**config.mk**
```make
export PLATFORM = sky130hd
export DESIGN_NAME = c3s_window
export DESIGN_NICKNAME = d
export VERILOG_FILES = /design/src/sv/conv3x3_clamped_stream_macros.svh /design/src/sv/c3s_pkg.sv /design/src/sv/c3s_window.sv
export SDC_FILE = /design/constraint.sdc
export NUM_CORES = 1
export LEC_CHECK = 0
export BUFFER_PORTS_ARGS = -buffer_cell sky130_fd_sc_hd__buf_2
export CAP_MARGIN = 40
export CELL_PAD_IN_SITES_DETAIL_PLACEMENT = 1
export CELL_PAD_IN_SITES_GLOBAL_PLACEMENT = 1
export CORE_ASPECT_RATIO = 0.5
export CORE_MARGIN = 3
export CORE_UTILIZATION = 51
export CTS_BUF_LIST = sky130_fd_sc_hd__clkbuf_8
export DETAILED_ROUTE_END_ITERATION = 10
export HOLD_SLACK_MARGIN = 0.02
export MAX_ROUTING_LAYER = met4
export PLACE_DENSITY = 0.84
export SKIP_LAST_GASP = 1
export SYNTH_ARGS = -nofsm -noshare
export SYNTH_HDL_FRONTEND = slang
export SYNTH_SLANG_ARGS = --single-unit
```
**constraint.sdc**
```tcl
create_clock -name aclk -period 8.44 [get_ports aclk]
set_input_delay 0.422 -clock aclk [delete_from_list [all_inputs] [get_ports aclk]]
set_output_delay 0.422 -clock aclk [all_outputs]
set_load 0.05 [all_outputs]
```
**src/sv/conv3x3_clamped_stream_macros.svh**
```systemverilog
// assertion macros for the 3x3 convolution stream block
// used by the top level; relies on aclk and aresetn in the including scope
`ifndef CONV3X3_CLAMPED_STREAM_MACROS_SVH
`define CONV3X3_CLAMPED_STREAM_MACROS_SVH

// same-cycle implication, disabled during reset
`define C3S_ASSERT_IMP(lbl, ante, cons) \
    lbl: assert property (@(posedge aclk) disable iff (!aresetn) (ante) |-> (cons)) \
        else $error("c3s check failed");

// next-cycle implication, disabled during reset
`define C3S_ASSERT_NXT(lbl, ante, cons) \
    lbl: assert property (@(posedge aclk) disable iff (!aresetn) (ante) |=> (cons)) \
        else $error("c3s check failed");

`endif

```
**src/sv/c3s_pkg.sv**
```systemverilog
// shared types, constants and helper functions for the 3x3 convolution stream
// no dependencies
`timescale 1ns / 1ps

package c3s_pkg;

    localparam int MAX_WIDTH_DEF      = 1024;
    localparam int MAX_HEIGHT_DEF     = 4096;
    localparam int COEF_FRAC_BITS_DEF = 12;

    // register indexes on the configuration port
    localparam logic [2:0] REG_KERN_TOP  = 3'd0;
    localparam logic [2:0] REG_KERN_MID  = 3'd1;
    localparam logic [2:0] REG_KERN_BOT  = 3'd2;
    localparam logic [2:0] REG_WIDTH     = 3'd3;
    localparam logic [2:0] REG_HEIGHT    = 3'd4;
    localparam logic [2:0] REG_CHANNELS  = 3'd5;
    localparam logic [2:0] REG_KEEP      = 3'd6;

    typedef logic [23:0]        pix_t;
    typedef logic [8:0][23:0]   taps_t;
    typedef logic [2:0][47:0]   kernel_t;

    typedef struct packed {
        logic [11:0] row;
        logic [9:0]  col;
        logic        last;
    } res_meta_t;

    // clamp a relative window index into [lo, 2]
    function automatic logic [1:0] sel_idx(input logic [2:0] rel, input logic [1:0] lo);
        logic [2:0] x;
        x = (rel < {1'b0, lo}) ? {1'b0, lo} : rel;
        if (x > 3'd2) begin
            x = 3'd2;
        end
        return x[1:0];
    endfunction

    // window slot of row wr, column wc
    function automatic logic [3:0] tap_slot(input logic [1:0] wr, input logic [1:0] wc);
        return ({2'b00, wr} << 1) + {2'b00, wr} + {2'b00, wc};
    endfunction

    // unsigned 8-bit sample times signed 16-bit coefficient
    function automatic logic signed [24:0] mul_px(input logic [7:0] px, input logic [15:0] c);
        logic signed [24:0] a;
        logic signed [24:0] b;
        a = {17'b0, px};
        b = {{9{c[15]}}, c};
        return a * b;
    endfunction

endpackage

```
**src/sv/c3s_window.sv**
```systemverilog
// 3x3 window, pending result mask and clamped tap selection
// depends on c3s_pkg
`timescale 1ns / 1ps

module c3s_window #(
    parameter int MAX_WIDTH  = c3s_pkg::MAX_WIDTH_DEF,
    parameter int MAX_HEIGHT = c3s_pkg::MAX_HEIGHT_DEF
) (
    input  logic                          aclk,
    input  logic                          aresetn,
    input  logic                          in_valid,
    output logic                          in_ready,
    input  c3s_pkg::pix_t                 in_px,
    input  c3s_pkg::pix_t                 in_cur,
    input  c3s_pkg::pix_t                 in_prv,
    input  logic [$clog2(MAX_HEIGHT)-1:0] in_row,
    input  logic [$clog2(MAX_WIDTH)-1:0]  in_col,
    input  logic                          in_row_end,
    input  logic                          in_last_row,
    output logic                          out_valid,
    input  logic                          out_ready,
    output c3s_pkg::taps_t                out_taps,
    output c3s_pkg::res_meta_t            out_meta
);
    import c3s_pkg::*;

    localparam int RW = $clog2(MAX_HEIGHT);
    localparam int CW = $clog2(MAX_WIDTH);

    pix_t          win_reg [9];
    logic [3:0]    mask_reg;
    logic [RW-1:0] row_reg;
    logic [CW-1:0] col_reg;
    logic [1:0]    lo_r_reg;
    logic [1:0]    lo_c_reg;
    taps_t         taps_reg;
    res_meta_t     meta_reg;
    logic          tv_reg;

    logic          emit_fire;
    logic [3:0]    sel;
    logic [3:0]    mask_after;
    logic          load;
    logic [3:0]    new_mask;
    logic          rsel;
    logic          csel;
    taps_t         taps_next;
    res_meta_t     meta_next;
    logic [1:0]    wr [3];
    logic [1:0]    wc [3];

    // pick the earliest pending result
    always_comb begin
        priority if (mask_reg[0]) begin
            sel = 4'b0001;
        end else if (mask_reg[1]) begin
            sel = 4'b0010;
        end else if (mask_reg[2]) begin
            sel = 4'b0100;
        end else begin
            sel = 4'b1000;
        end
    end

    assign emit_fire  = (mask_reg != 4'b0) && (!tv_reg || out_ready);
    assign mask_after = mask_reg & ~sel;
    assign in_ready   = (mask_reg == 4'b0) || (emit_fire && (mask_after == 4'b0));
    assign load       = in_valid && in_ready;

    // results released by the incoming word, in raster order
    assign new_mask[0] = (in_row != '0) && (in_col != '0);
    assign new_mask[1] = (in_row != '0) && in_row_end;
    assign new_mask[2] = in_last_row && (in_col != '0);
    assign new_mask[3] = in_last_row && in_row_end;

    assign rsel = sel[2] | sel[3];
    assign csel = sel[1] | sel[3];

    // clamped tap selection from the window
    always_comb begin
        for (int d = 0; d < 3; d++) begin
            wr[d] = sel_idx(3'({2'b00, rsel}) + 3'(d), lo_r_reg);
            wc[d] = sel_idx(3'({2'b00, csel}) + 3'(d), lo_c_reg);
        end
        for (int r = 0; r < 3; r++) begin
            for (int c = 0; c < 3; c++) begin
                taps_next[r*3+c] = win_reg[tap_slot(wr[r], wc[c])];
            end
        end
        meta_next.row  = 12'(row_reg + RW'(rsel) - RW'(1));
        meta_next.col  = 10'(col_reg + CW'(csel) - CW'(1));
        meta_next.last = (mask_after == 4'b0);
    end

    // window shift and pending mask
    always_ff @(posedge aclk) begin
        if (!aresetn) begin
            for (int k = 0; k < 9; k++) begin
                win_reg[k] <= '0;
            end
            mask_reg <= '0;
        end else begin
            if (load) begin
                for (int r = 0; r < 3; r++) begin
                    win_reg[r*3]   <= win_reg[r*3+1];
                    win_reg[r*3+1] <= win_reg[r*3+2];
                end
                win_reg[2] <= in_cur;
                win_reg[5] <= in_prv;
                win_reg[8] <= in_px;
                mask_reg   <= new_mask;
            end else if (emit_fire) begin
                mask_reg <= mask_after;
            end
        end
    end

    // position of the loaded word and its edge limits
    always_ff @(posedge aclk) begin
        if (load) begin
            row_reg  <= in_row;
            col_reg  <= in_col;
            lo_r_reg <= (in_row == '0) ? 2'd2 : ((in_row == RW'(1)) ? 2'd1 : 2'd0);
            lo_c_reg <= (in_col == '0) ? 2'd2 : ((in_col == CW'(1)) ? 2'd1 : 2'd0);
        end
    end

    // tap output register
    always_ff @(posedge aclk) begin
        if (!aresetn) begin
            tv_reg <= 1'b0;
        end else if (emit_fire) begin
            tv_reg <= 1'b1;
        end else if (out_ready) begin
            tv_reg <= 1'b0;
        end
    end

    always_ff @(posedge aclk) begin
        if (emit_fire) begin
            taps_reg <= taps_next;
            meta_reg <= meta_next;
        end
    end

    assign out_valid = tv_reg;
    assign out_taps  = taps_reg;
    assign out_meta  = meta_reg;

endmodule

```
## Word level (Yosys, flattened, before mapping)

Memory sizes are Yosys's and may differ from the RTL's. A register that Yosys moved wholly into a read port is not among the register bits.
Index checks and enable logic that the tools add are counted.

| storage, ports and cells | value |
|---|---|
| RAM bits | 216 |
| output and inout port bits | 241 |
| memories | 1 |
| bits of input ports | 100 |
| register bits | 54 |

| operators by class | value |
|---|---|
| reductions and logical operators | 19 |
| eq/ne operators | 2 |
| bitwise gates (word level) | 13 |
| add/sub/neg operators | 20 |
| muxes and demuxes | 34 |
| $lt $le $gt $ge | 12 |

Memories:

| memory | depth | bits a word | rd ports | clocked after memory_dff | write ports | line | RTL |
|---|---|---|---|---|---|---|---|
| win_reg | 9 | 24 | 15 | 9 | 9 | c3s_window.sv:30 | `pix_t win_reg [9];` |

Operator list:

| operator | number |
|---|---|
| 24-bit 2-to-1 mux | 9 |
| 4-bit by 2-bit adder with 4-bit output | 9 |
| 2-bit 2-to-1 mux | 10 |
| 4-bit 2-to-1 mux | 5 |
| 12-bit by 1-bit adder with 12-bit output | 1 |
| 3-bit by 2-bit adder with 4-bit output | 3 |
| 12-bit by 1-bit == test with 1-bit output (second input constant) | 1 |
| 12-bit logical NOT | 1 |
| 12-bit nonzero test | 1 |
| 12-bit by 1-bit subtractor with 12-bit output (second input constant) | 1 |
| 1-bit bitwise OR | 11 |
| 10-bit by 1-bit adder with 10-bit output | 1 |
| 10-bit by 1-bit == test with 1-bit output (second input constant) | 1 |
| 10-bit logical NOT | 1 |
| 10-bit nonzero test | 1 |
| 10-bit by 1-bit subtractor with 10-bit output (second input constant) | 1 |
| 2-bit greater-than comparator (second input constant) | 4 |
| 4-bit logical NOT | 2 |
| 1-bit 2-to-1 mux | 8 |
| 1-bit logical AND | 7 |
| 1-bit by 2-bit adder with 3-bit output (second input constant) | 2 |
| 3-bit by 2-bit greater-than comparator with 1-bit output (second input constant) | 2 |
| 3-bit by 2-bit less-than comparator with 1-bit output | 2 |
| 3-bit 2-to-1 mux | 2 |
| other kinds (9) | 14 |

## Depth between registers and ports, before layout

| logic depth | value |
|---|---|
| depth in word-level cells | 13 |
| depth in mapped cells | 15 |
| depth with buffers taken out | 10 |

## Worst setup path before layout

Ideal clock, no wire load.

| path | value |
|---|---|
| path type | reg-to-reg |
| from | register tv_reg (netlist: out_valid) |
| to | memory win_reg[0][0] in the netlist's numbering (enable) |
| setup time | 0.616 ns |
| path buffers | 3 |
| path slack | 0.741 ns |
| stages on the path, launching flop included | 9 |
| data required time | 7.824 ns |
| arrival | 7.083 ns |
| period minus slack after synthesis | 7.699 ns |
| cells stage by stage | dfxtp_1 nor2b_1 clkbuf_1 maj3_1 o21ai_0 and3_1 buf_2 clkbuf_1 nand2b_1 |

RTL lines:

| what | line | RTL |
|---|---|---|
| start, declared | c3s_window.sv:38 | `logic tv_reg;` |
| start signal, assigned | c3s_window.sv:131 | `tv_reg <= 1'b0;` |
| start signal, assigned | c3s_window.sv:133 | `tv_reg <= 1'b1;` |
| start signal, assigned | c3s_window.sv:135 | `tv_reg <= 1'b0;` |
| end, declared | c3s_window.sv:30 |  |

## Final worst setup path

| path | value |
|---|---|
| from | register lo_r_reg[1] |
| to | register taps_reg, in the netlist out_taps[95] (read register of win_reg), data pin |

| on the way | value |
|---|---|
| cells in the longest elaborated chain, start to end | 6 |

RTL lines:

| what | line | RTL |
|---|---|---|
| start, declared | c3s_window.sv:34 | `logic [1:0] lo_r_reg;` |
| start signal, assigned | c3s_window.sv:123 | `lo_r_reg <= (in_row == '0) ? 2'd2 : ((in_row == RW'(1)) ? 2'd1 : 2'd0);` |
| 2-bit less-than comparator | c3s_pkg.sv:33 | `x = (rel < {1'b0, lo}) ? {1'b0, lo} : rel;` |
| 2-bit 2-to-1 mux * | c3s_pkg.sv:33 |  |
| 2-bit greater-than comparator | c3s_pkg.sv:34 | `if (x > 3'd2) begin` |
| 2-bit 2-to-1 mux * | c3s_pkg.sv:34 |  |
| 3-bit by 2-bit adder with 4-bit output * | c3s_pkg.sv:42 | `return ({2'b00, wr} << 1) + {2'b00, wr} + {2'b00, wc};` |
| 4-bit by 2-bit adder with 4-bit output * | c3s_pkg.sv:42 |  |
| end, declared | c3s_window.sv:36 | `taps_t taps_reg;` |

Mark *: on every way between the ends. The rest lies on a longest branch, timed or not.
A chain may end at the register's enable or synchronous reset.

==> flow_metrics.tcl <==
set metrics [dict create \
    rsz0062_at_grt "false" \
    ios 341 \
    synth_top_family_by_area "multiplexers" \
    numCtsBuffers 75 \
    worstSetupPathType "reg2reg" \
    yosys.area_share.simple_pct 12.1 \
    drt_iter0_drc 4543 \
    cts.htree.levels 3 \
    grt_use_total_pct 36.2 \
    endpoint_kind "flip-flop" \
    seq_area_frac_synth_pct 45.6 \
    slew_violations 0 \
    wl_mm 117 \
    cp-start-kind "flip-flop" \
    grt-ovfl-total 0 \
    fin_skew_ns 0.0561 \
    start_util_pct 51.9 \
    worst_path_most_repeated_cell "buf_4" \
    cts_buffer_depth 3 \
    clk_pin_slew_ns 0.07 \
    crit_slowest_cell "fa_2" \
    dieArea_mm2 0.0658 \
    dr.pass1.iters 6 \
    synthFlopType "edfxtp_1" \
    synth.top_cell.area_share_pct 45.3 \
    status "finished, final reports clean" \
    power_frac_comb_pct 43.0 \
    worstMarginPinSlew_ns 1.18 \
    p_int_w 0.00561 \
    synth_area_per_cell_um2 13.1 \
    io_buffers 340 \
    p_leak_nw 14.4 \
    power.net_switching_w 0.00430 \
    fin_crit_ns 5.12 \
    worstHoldPathType "in2reg" \
    yosysUniqueCellTypes 64 \
    place_area_mm2 0.0344 \
    critPathLaunch "lo_r_reg[1]$_SDFFCE_PP1N_" \
    clock_power_share_pct 19.5 \
    die_w_um 360 \
    fmaxAchievable_mhz 195 \
    setup_tns_ns 0 \
    r2r_start "lo_r_reg[1]$_SDFFCE_PP1N_" \
    antenna_found_initial 6 \
    slew_headroom_pct 21.6 \
    finalCritPeriodShare_pct 60.6 \
    swShare_pct 43.4 \
    core_area_mm2 0.0615 \
    area_growth_syn_to_layout_pct 13.4 \
    required_ns 8.87 \
    drc 0 \
    nets 2815 \
    die_h_um 183 \
    first_global_vias 27053 \
    synth_area_leader_cell "edfxtp_1" \
    tritoncts "done" \
    cts_root_buffer "clkbuf_8" \
    grt_max_degree 149 \
    synth_compound_area_share_pct 7.63 \
    muxShareOfSynthArea_pct 28.7 \
    max_cap_violations 0 \
    arrival_ns 5.55 \
    hold_violations 0 \
    synth_area_mm2 0.0319 \
    slowest_delay_ns 0.81 \
    wl_per_cell_um 32.9 \
    hpwl_mm 73.6 \
    postRouteAntennaNets 0 \
    min_from "in_px[16]" \
    clk_latency_ns 0.71 \
    grt_first_pass_wirelength_mm 174 \
    yosys-top-cells-area "edfxtp_1, mux4_2, and3_1, mux2i_1, mux2_2" \
    synth_seq_cells 486 \
    vias 26356 \
    setup_viol 0 \
    ir_drop_mv 0.146 \
    synth-async-reset-ratio_pct 0 \
    crit_chain "buf_16 > o21bai_4 > inv_2 > buf_4 > ha_1 > fa_2 > buf_4 > mux4_2 > nor2b_1 > a221o_1" \
    path_max_fanout 38 \
    drive_gt1_share_pct 34.5 \
    power_density_mw_per_mm2 274 \
    gp_congestion 0.930 \
    synth_edf_count 481 \
    rows 64 \
    p_seq_share_pct 37.5 \
    p_total_w 0.00991 \
    clock_sinks 486 \
    finalInstanceArea_mm2 0.0362 \
    ys_warn_count 0 \
    synth_xor_area_share_pct 0.769 \
    synth_fa_ha_area_share_pct 1.18 \
    netlist_instances 2431 \
    post_drt_via_cell_ratio 7.38 \
]
[stage by stage]
| stage | std cells | utilization, % | hold slack (ns) | setup WS [ns] |
|---|---|---|---|---|
| finish | 3572 | 58.8 | 0.0350 | 3.32 |
| global route | 3571 | 58.8 | 0.0236 | 3.21 |
| CTS | 3562 | 58.7 | 0.0206 | 3.21 |
| detailed placement | 3402 | 56.0 | 0.560 | 3.26 |
| global placement | 3385 | 55.4 | 0.531 | 3.30 |
| floorplan | 2446 | - | 0.496 | 0.741 |
[worst paths after layout]
path	to	slack [ns]	cells past startpoint
worst max-delay path	out_taps[95]$_DFFE_PP_	3.32	10
worst min-delay path	win_reg[8][16]$_SDFFCE_PN0P_	0.03	2
worst max register to register	out_taps[95]$_DFFE_PP_	3.32	10
worst min register to register	out_meta[10]$_DFFE_PP_	0.56	1
[layout by cell type (no fill, tap or decap), types with 28 or more instances in the layout]
cell type | synthesis | layout
clkbuf_8 | 0 | 77
nand2_1 | 210 | 209
mux2_2 | 73 | 73
o21ai_0 | 75 | 75
nor2_1 | 90 | 88
buf_4 | 10 | 40
o21ai_1 | 42 | 40
a211oi_1 | 72 | 72
dlygate4sd3_1 | 0 | 34
mux2i_1 | 120 | 120
mux4_2 | 316 | 316
nor4_1 | 30 | 30
nor2b_1 | 34 | 32
inv_1 | 17 | 33
nand3_1 | 45 | 44
buf_2 | 44 | 339
and3_1 | 293 | 292
edfxtp_1 | 481 | 481
a21oi_1 | 30 | 28
[layout make-up]
| class | instances | area [um^2] |
|---|---|---|
| Antenna cell | 7 | 17.5 |
| Clock buffer | 77 | 1060 |
| Clock inverter | 49 | 265 |
| Fill cell | 6183 | 25300 |
| Inverter | 20 | 77.6 |
| Multi-Input combinational cell | 1672 | 16400 |
| Sequential cell | 486 | 14500 |
| Tap cell | 825 | 1030 |
| Timing Repair Buffer | 436 | 2800 |
[routing by layer]
layer	vias up	routed length (um)	track usage, %
met1	13232	40700	45.0
li1	10269	-	-
met5	-	0	-
met4	0	7200	20.2
met3	529	15900	10.5
met2	2326	53800	53.8
[cell usage after synthesis, types with 11 or more instances]
master    number
edfxtp_1     481
mux4_2       316
and3_1       293
nand2_1      210
clkbuf_1     153
mux2i_1      120
nor2_1        90
o21ai_0       75
mux2_2        73
a211oi_1      72
nand3_1       45
buf_1         44
buf_2         44
o21ai_1       42
nor2b_1       34
a21oi_1       30
nor4_1        30
a221o_1       24
o22ai_1       24
a31o_1        20
inv_1         17
xor2_1        17
ha_1          15
o31ai_2       15
nand4_1       12
a32oi_1       11
xnor2_1       11
[worst max-delay path: cells and delay by family (launching register included)]
kind | cells | cell delay, ns
muxes | 1 | 0.58
AOI/OAI and AO/OA | 2 | 0.52
and+or+nand+nor | 1 | 0.14
DFF | 1 | 0.53
adders and majority gates | 2 | 1.23
buffers and inverters | 4 | 1.82
[power by group through the flow]
stage	clock network, W	registers (W)	logic [W]
finish	0.00193	0.00371	0.00426
global route	0.00205	0.00373	0.00442
CTS	0.00194	0.00368	0.00418
detailed placement	0	0.00373	0.00415
global placement	0	0.00372	0.00392
floorplan	0	0.00457	0.00204
[kinds of logic after synthesis]
logic type,after synthesis
AO/OA/AOI/OAI,347
XOR/XNOR,28
adder cells (fa/ha/maj),25
buffers and inverters,288
flip-flops,486
multiplexers,510
other,2
AND/OR/NAND/NOR,745
[repair_timing]
item | 4_1_cts | 5_1_grt
hold buffers | 34 | 0
resized for setup | 0 | 0
buffers inserted | 0 | 0
endpoints found under the hold margin | 34 | 0
(Power assumes the default switching activity.)
